$ cat src/rtl/oas_pkg.sv
`timescale 1ns / 1ps

package oas_pkg;

	localparam int DistW    = 12;
	localparam int TimeW    = 32;
	localparam int MsW      = 16;
	localparam int DegW     = 8;
	localparam int HeadW    = 10;
	localparam int DirW     = 3;
	localparam int CfgIdxW  = 3;
	localparam int CfgDataW = 16;
	localparam int InDataW  = 56;
	localparam int OutDataW = 24;

	localparam logic [DistW-1:0] ClearDistRst = 12'd50;
	localparam logic [DistW-1:0] OpenDistRst  = 12'd100;
	localparam logic [MsW-1:0]   LookMsRst    = 16'd1200;
	localparam logic [MsW-1:0]   SettleMsRst  = 16'd2000;
	localparam logic [DegW-1:0]  TurnDegRst   = 8'd45;

	localparam logic [DegW-1:0] AngleLeftFront  = 8'd45;
	localparam logic [DegW-1:0] AngleRightFront = 8'd135;
	localparam logic [DegW-1:0] AngleRight      = 8'd180;
	localparam logic [DegW-1:0] AngleLeft       = 8'd0;
	localparam logic [DegW-1:0] AngleCenter     = 8'd90;

	typedef enum logic [3:0] {
		PH_ADVANCE    = 4'd0,
		PH_LOOK_1     = 4'd1,
		PH_LOOK_2     = 4'd2,
		PH_LOOK_3     = 4'd3,
		PH_LOOK_4     = 4'd4,
		PH_BACKUP     = 4'd5,
		PH_TURN_START = 4'd6,
		PH_TURN       = 4'd7,
		PH_SETTLE     = 4'd8
	} phase_t;

	typedef enum logic [2:0] {
		MOTOR_NONE    = 3'd0,
		MOTOR_ADVANCE = 3'd1,
		MOTOR_BACK    = 3'd2,
		MOTOR_LEFT    = 3'd3,
		MOTOR_RIGHT   = 3'd4,
		MOTOR_STOP    = 3'd5
	} motor_t;

	typedef enum logic [CfgIdxW-1:0] {
		CFG_CLEAR_DIST = 3'd0,
		CFG_OPEN_DIST  = 3'd1,
		CFG_LOOK_MS    = 3'd2,
		CFG_SETTLE_MS  = 3'd3,
		CFG_TURN_DEG   = 3'd4
	} cfg_idx_t;

	localparam logic signed [DirW-1:0] DirLeftFront  = 3'sd1;
	localparam logic signed [DirW-1:0] DirRightFront = -3'sd1;
	localparam logic signed [DirW-1:0] DirRight      = -3'sd2;
	localparam logic signed [DirW-1:0] DirLeft       = 3'sd2;

	typedef struct packed {
		logic [DistW-1:0] clear_dist;
		logic [DistW-1:0] open_dist;
		logic [MsW-1:0]   look_ms;
		logic [MsW-1:0]   settle_ms;
		logic [DegW-1:0]  turn_deg;
	} cfg_t;

	typedef struct packed {
		logic [3:0]              phase;
		logic [TimeW-1:0]        phase_start;
		logic signed [DirW-1:0]  turn_dir;
	} seq_state_t;

	typedef struct packed {
		logic [TimeW-1:0]        time_ms;
		logic [DistW-1:0]        obstacle_dist;
		logic signed [HeadW-1:0] heading;
		logic                    restart;
	} tick_t;

	typedef struct packed {
		motor_t          motor_cmd;
		logic            servo_valid;
		logic [DegW-1:0] servo_angle;
		logic            clear_heading;
		logic [3:0]      phase_out;
	} result_t;

endpackage

$ cat src/rtl/oas_step.sv
`timescale 1ns / 1ps

module oas_step import oas_pkg::*; (
	input  cfg_t       cfg,
	input  seq_state_t cur,
	input  tick_t      tick,
	output seq_state_t nxt,
	output result_t    res
);

	logic [TimeW-1:0]       elapsed;
	logic [MsW-1:0]         limit;
	logic                   waited;
	logic                   open_path;
	logic signed [11:0]     target;
	logic signed [11:0]     head_ext;
	logic                   turn_done;

	// Only one wait is ever running, so a single subtractor serves all phases.
	assign elapsed   = tick.time_ms - cur.phase_start;
	assign limit     = (cur.phase == PH_SETTLE) ? cfg.settle_ms : cfg.look_ms;
	assign waited    = elapsed > {{(TimeW-MsW){1'b0}}, limit};
	assign open_path = tick.obstacle_dist > cfg.open_dist;
	assign target    = $signed({4'd0, cfg.turn_deg})
		* $signed({{(12-DirW){cur.turn_dir[DirW-1]}}, cur.turn_dir});
	assign head_ext  = {{2{tick.heading[HeadW-1]}}, tick.heading};
	assign turn_done = (!cur.turn_dir[DirW-1] && (cur.turn_dir != '0) && (head_ext >= target))
		|| (cur.turn_dir[DirW-1] && (head_ext <= target));

	always_comb begin
		nxt               = cur;
		res.motor_cmd     = MOTOR_NONE;
		res.servo_valid   = 1'b0;
		res.servo_angle   = '0;
		res.clear_heading = 1'b0;

		if (tick.restart) begin
			nxt.phase       = PH_ADVANCE;
			nxt.phase_start = tick.time_ms;
			res.servo_valid = 1'b1;
			res.servo_angle = AngleCenter;
		end else begin
			unique case (cur.phase)
				PH_ADVANCE: begin
					if (tick.obstacle_dist > cfg.clear_dist) begin
						res.motor_cmd = MOTOR_ADVANCE;
					end else begin
						res.motor_cmd   = MOTOR_STOP;
						nxt.phase       = PH_LOOK_1;
						nxt.phase_start = tick.time_ms;
					end
				end
				PH_LOOK_1, PH_LOOK_2, PH_LOOK_3, PH_LOOK_4: begin
					res.servo_valid = 1'b1;
					unique case (cur.phase)
						PH_LOOK_1: res.servo_angle = AngleLeftFront;
						PH_LOOK_2: res.servo_angle = AngleRightFront;
						PH_LOOK_3: res.servo_angle = AngleRight;
						default:   res.servo_angle = AngleLeft;
					endcase
					if (waited) begin
						if (open_path) begin
							nxt.phase = PH_TURN_START;
							unique case (cur.phase)
								PH_LOOK_1: nxt.turn_dir = DirLeftFront;
								PH_LOOK_2: nxt.turn_dir = DirRightFront;
								PH_LOOK_3: nxt.turn_dir = DirRight;
								default:   nxt.turn_dir = DirLeft;
							endcase
						end else begin
							nxt.phase       = cur.phase + 4'd1;
							nxt.phase_start = tick.time_ms;
						end
					end
				end
				PH_BACKUP: begin
					res.motor_cmd = MOTOR_BACK;
					if (waited) begin
						res.motor_cmd   = MOTOR_STOP;
						nxt.phase       = PH_LOOK_1;
						nxt.phase_start = tick.time_ms;
					end
				end
				PH_TURN_START: begin
					res.clear_heading = 1'b1;
					res.motor_cmd     = (!cur.turn_dir[DirW-1] && (cur.turn_dir != '0))
						? MOTOR_RIGHT : MOTOR_LEFT;
					nxt.phase         = PH_TURN;
				end
				PH_TURN: begin
					if (turn_done) begin
						res.servo_valid = 1'b1;
						res.servo_angle = AngleCenter;
						res.motor_cmd   = MOTOR_STOP;
						nxt.phase_start = tick.time_ms;
						nxt.phase       = PH_SETTLE;
					end
				end
				PH_SETTLE: begin
					if (waited) begin
						res.servo_valid = 1'b1;
						res.servo_angle = AngleCenter;
						nxt.phase       = PH_ADVANCE;
					end
				end
				// Phases above settle are unreachable; hold until restart.
				default: begin
				end
			endcase
		end
		res.phase_out = nxt.phase;
	end

endmodule

$ cat src/rtl/obstacle_avoid_sequencer_unit.sv
`timescale 1ns / 1ps
// Path: an accepted word is held in one input register, then in one result register,
// before it is presented on the output.
// Throughput: one word per cycle while the output is not stalled; the phase, its start time
// and the turn direction are updated in the same cycle as the result register is loaded.
// Reset (arst_n low, asynchronous): phase 0, start time 0, turn direction 0,
// configuration registers to their defaults, both pipeline slots empty.
module obstacle_avoid_sequencer_unit import oas_pkg::*; (
	input  logic                clk,
	input  logic                arst_n,
	input  logic                s_axis_tvalid,
	output logic                s_axis_tready,
	// time_ms[31:0], obstacle_dist[43:32], heading[53:44], restart[54], zero[55]
	input  logic [InDataW-1:0]  s_axis_tdata,
	output logic                m_axis_tvalid,
	input  logic                m_axis_tready,
	// motor_cmd[2:0], servo_valid[3], servo_angle[11:4], clear_heading[12],
	// phase_out[16:13], zero[23:17]
	output logic [OutDataW-1:0] m_axis_tdata,
	input  logic                cfg_we,
	input  logic [CfgIdxW-1:0]  cfg_index,
	input  logic [CfgDataW-1:0] cfg_data
);

	cfg_t       cfg_q;
	seq_state_t state_q;
	seq_state_t state_nxt;
	tick_t      tick_s1;
	logic       valid_s1;
	result_t    res_s1;
	result_t    res_q;
	logic       out_valid_q;
	logic       load;

	assign load          = valid_s1 && (!out_valid_q || m_axis_tready);
	assign s_axis_tready = !valid_s1 || load;

	oas_step u_step (
		.cfg  (cfg_q),
		.cur  (state_q),
		.tick (tick_s1),
		.nxt  (state_nxt),
		.res  (res_s1)
	);

	always_ff @(posedge clk or negedge arst_n) begin
		if (!arst_n) begin
			cfg_q.clear_dist <= ClearDistRst;
			cfg_q.open_dist  <= OpenDistRst;
			cfg_q.look_ms    <= LookMsRst;
			cfg_q.settle_ms  <= SettleMsRst;
			cfg_q.turn_deg   <= TurnDegRst;
		end else if (cfg_we) begin
			unique case (cfg_index)
				CFG_CLEAR_DIST: cfg_q.clear_dist <= cfg_data[DistW-1:0];
				CFG_OPEN_DIST:  cfg_q.open_dist  <= cfg_data[DistW-1:0];
				CFG_LOOK_MS:    cfg_q.look_ms    <= cfg_data[MsW-1:0];
				CFG_SETTLE_MS:  cfg_q.settle_ms  <= cfg_data[MsW-1:0];
				CFG_TURN_DEG:   cfg_q.turn_deg   <= cfg_data[DegW-1:0];
				default: begin
				end
			endcase
		end
	end

	always_ff @(posedge clk or negedge arst_n) begin
		if (!arst_n) begin
			valid_s1    <= 1'b0;
			out_valid_q <= 1'b0;
			state_q     <= '0;
		end else begin
			if (s_axis_tready) begin
				valid_s1 <= s_axis_tvalid;
			end
			if (load) begin
				out_valid_q <= 1'b1;
				state_q     <= state_nxt;
			end else if (m_axis_tready) begin
				out_valid_q <= 1'b0;
			end
		end
	end

	always_ff @(posedge clk) begin
		if (s_axis_tready && s_axis_tvalid) begin
			tick_s1.time_ms       <= s_axis_tdata[31:0];
			tick_s1.obstacle_dist <= s_axis_tdata[43:32];
			tick_s1.heading       <= s_axis_tdata[53:44];
			tick_s1.restart       <= s_axis_tdata[54];
		end
		if (load) begin
			res_q <= res_s1;
		end
	end

	assign m_axis_tvalid = out_valid_q;
	assign m_axis_tdata  = {7'd0, res_q.phase_out, res_q.clear_heading, res_q.servo_angle,
		res_q.servo_valid, res_q.motor_cmd};

`ifndef SYNTHESIS
	a_phase_range: assert property (@(posedge clk) disable iff (!arst_n)
		state_q.phase <= PH_SETTLE)
		else $error("sequence phase left the defined range");

	a_dir_range: assert property (@(posedge clk) disable iff (!arst_n)
		($signed(state_q.turn_dir) >= -3'sd2) && ($signed(state_q.turn_dir) <= 3'sd2))
		else $error("turn direction outside -2..2");

	a_state_hold: assert property (@(posedge clk) disable iff (!arst_n)
		!load |=> $stable(state_q))
		else $error("sequencer state changed without a result being loaded");

	a_turn_follows: assert property (@(posedge clk) disable iff (!arst_n)
		load && !tick_s1.restart && (state_q.phase == PH_TURN_START)
		|=> state_q.phase == PH_TURN)
		else $error("turn start did not advance to turning");

	a_result_phase: assert property (@(posedge clk) disable iff (!arst_n)
		load |=> res_q.phase_out == state_q.phase)
		else $error("reported phase differs from the stored phase");
`endif

endmodule
$ cat config.mk
export PLATFORM = sky130hd
export DESIGN_NAME = obstacle_avoid_sequencer_unit
export DESIGN_NICKNAME = d
export VERILOG_FILES = /design/src/rtl/oas_pkg.sv /design/src/rtl/oas_step.sv /design/src/rtl/obstacle_avoid_sequencer_unit.sv
export SDC_FILE = /design/constraint.sdc
export NUM_CORES = 1
export LEC_CHECK = 0
export BUFFER_PORTS_ARGS = -buffer_cell sky130_fd_sc_hd__buf_2
export CAP_MARGIN = 20
export CORE_MARGIN = 1
export CORE_UTILIZATION = 45
export CTS_CLUSTER_SIZE = 25
export DETAILED_ROUTE_END_ITERATION = 10
export GPL_TIMING_DRIVEN = 0
export PLACE_DENSITY = 0.68
export SLEW_MARGIN = 30
export SYNTH_ARGS = -nofsm -noshare
export SYNTH_HDL_FRONTEND = slang
export SYNTH_SLANG_ARGS = --single-unit
$ cat constraint.sdc
create_clock -name clk -period 6.8 [get_ports clk]
set_clock_uncertainty 0.05 [all_clocks]
set_input_delay 0.68 -clock clk [delete_from_list [all_inputs] [get_ports clk]]
set_output_delay 0.68 -clock clk [all_outputs]
set_load 0.01 [all_outputs]
==> impl_results.md <==
- First-pass GRT wire length: 41.4 mm
- Total CTS buffers: 17
- #FFs+latches synth: 177
- Ports: 106
- Synth unique cells: 71
- Vias in the first global route: 8260
- Mean Syn Cell Area: 10.3 µm²
- CTS tree: yes
- Register area: 4810 µm²
- Post-DP HPWL: 19.3 mm
- Nets: 1398
- Placement row count: 57
- RSZ-0062 raised after global routing: false
- N_diodes: 0
- Post-synthesis instance area: 11200 µm²
- Most common cell on crit path: nor2_1
- Final core occ: 52.5%
- Final hold vios: 0
- Post-synthesis cell count: 1082
- VDD IR max: 210 µV
- Yosys top cell area share: 19.3%
- Pwr dens: 444 nW/µm²
- F_max: 0.161 GHz
- Fill cell count: 2221
- Most common cell after layout, fill and taps aside: ha_1
- Reg-to-Reg End: state_q[33]
- Commonest non-fill, non-tap cells in the layout: ha_1 (104), buf_2 (98), nand2_1 (86)
- WP data required: 7.06 ns
- Clk_lat worst skew: 0.44 ns
- Initial DRC count: 525
- Highest routed layer: met4
- Maxcap violations: 0
- Net Sw Power: 2.41 mW
- Worst R2R Start: state_q[2]
- Max Buffers Root-to-Sink: 2
- Clock transition at the register clock pins on the worst setup and hold paths after CTS: 0.07 ns
- Critical Path AT: 6.46 ns
- Die height: 160 µm
- Initial antenna violation count: 0
- Leakage power: 5.57 nW
- Status: completed
- Clk root buf: clkbuf_16
- Final min period: 6.20 ns
- Clock Power Share: 18.1%
- Setup-failing EPs final: 0
- Total GRT Usage: 20.4%
- Int Power: 3.25 mW
- WP buf/inv: 4
- Post CTS Setup Buffer Count: 0
- Slew margin rel.: 42.7%
- CP peak stage delay: 0.50 ns
- Congestion Overflow GR: 0
- Via count: 8455
- Cts-stage hold buffer count: 0
- Core box area: 24300 µm²
- Reg power frac: 26.7%
- Area leader, netlist: edfxtp_1
- CP Max Fanout: 10
- Post-synth ARST share: 59.3%
- Layout area overhead: 14.2%
- Reg2Reg Depth: 29
- Share of cells above drive strength 1: 20.8%
- Total negative setup slack: 0 ns
- Switching share of power: 42.6%
- Routed WL per cell: 16.1 µm
- Routability Congestion: 0.926
- Crit path capture type: flop
- Startpoint types: flop
- Vias/cell: 5.48
- Post-synthesis sequential area ratio: 43.0%
- Routed wl met3: 1.07 mm
- Metal2 WL: 11.3 mm
- Die footprint: 25500 µm²
- Die W: 160 µm
- Post-synth top flop: dfrtp_1
- Drt first pass iters: 5
- CP Class: flop to flop
- Max stage delay cell, worst path: dfrtp_1
- WL final: 24.9 mm
- Metal-1 WL: 11.9 mm
- DRC viols: 0
- Largest net degree at the start of global routing: 61
- Worst-margin pin slew: 0.859 ns
- Post-synth EDFFs: 72
- Total number of H-tree levels: 4
- Final period util: 91.2%
- Initial Utilization: 46.0%
- Delay-heaviest family, CP: simple AND/OR/NAND/NOR gates
- Synth area leaders: edfxtp_1 (19%), dfrtp_1 (19%), ha_1 (12%)
- Post_cts resized: 0
- Total chip power: 5.67 mW
- Yosys warns: 0
- Routed Antenna Nets: 0
- Sink Count: 177
- Min-Delay Path Class: primary input to async pin
- IO buf count: 96
- Slew Limit Fails: 0
- Worst R2R Setup Slack: 0.60 ns
- Multi-input logic area: 5830 µm²
- Comb pwr share: 55.2%
==> worst max-delay path by stage <==
stage	from	cells past startpoint	end	slack [ns]
2_1_floorplan	state_q[1]	30	state_q[6]	1.45
3_3_place_gp	state_q[2]	29	state_q[33]	0.65
3_5_place_dp	state_q[2]	29	state_q[33]	0.59
4_1_cts	state_q[2]	29	state_q[33]	0.55
5_1_grt	state_q[2]	29	state_q[31]	0.01
6_report	state_q[2]	29	state_q[33]	0.60
==> power by group through the flow <==
stage / Combinational [mW] / Sequential, mW / Clock [mW]
detailed placement: 3.10 / 1.54 / 0
global route: 3.53 / 1.55 / 1.09
global placement: 3.02 / 1.53 / 0
floorplan: 2.35 / 1.51 / 0
CTS: 3.13 / 1.52 / 1.05
finish: 3.13 / 1.51 / 1.03
==> area by class of cell <==
type	instances	share of cell area, %
inverter	86	2.53
sequential	177	37.7
timing repair buffer	98	4.18
tap	324	3.18
clock buffer	19	3.47
buffer	45	1.91
clock inverter	13	1.33
multi-input combinational	780	45.7
==> per-layer routing <==
metal,vias to the layer above,track usage [%]
li1,4161,-
met1,4041,27.9
met2,216,32.7
met3,37,3.38
met4,0,7.12
met5,-,0
==> sequential cells by signal (all words and copies together), names as in the netlist <==
name           count
m_axis_tdata      17
tick_s1           55
cfg_q             64
state_q           39
m_axis_tvalid      1
valid_s1           1
==> logic make-up (layout without fill, tap and decap cells) <==
kind of cell / count (synthesis) / in the layout / synth area share (%)
and+or+nand+nor: 295 / 295 / 13.1
AOI/OAI and AO/OA: 246 / 246 / 14.3
muxes: 94 / 94 / 9.26
buffers and inverters: 131 / 261 / 5.07
adders and majority gates: 113 / 113 / 13.2
other: 1 / 7 / 0.0335
DFF: 177 / 177 / 43.0
xor gates and xnor gates: 25 / 25 / 1.96
==> metrics by stage <==
stage          cell area, µm²  setup slack (ns)  hold WS [ns]  instances
2_1_floorplan           11200              1.45         0.334       1088
3_3_place_gp            12100             0.651         0.424       1508
3_5_place_dp            12100             0.590         0.432       1510
4_1_cts                 12800             0.546         0.200       1542
5_1_grt                 12800            0.0100         0.216       1542
6_report                12800             0.599         0.167       1542
==> synthesized netlist by cell type (21+ instances only) <==
master and count:
ha_1 104, o21ai_0 57, a21o_1 26, inv_1 85, nand2_1 86, mux2_2 69
a21oi_1 60, nor3_1 22, nand3_1 21, nand4_1 22, dfrtp_1 85, nor2_1 65
clkbuf_1 27, edfxtp_1 72
No activity file was read; power rests on OpenSTA's default activity.
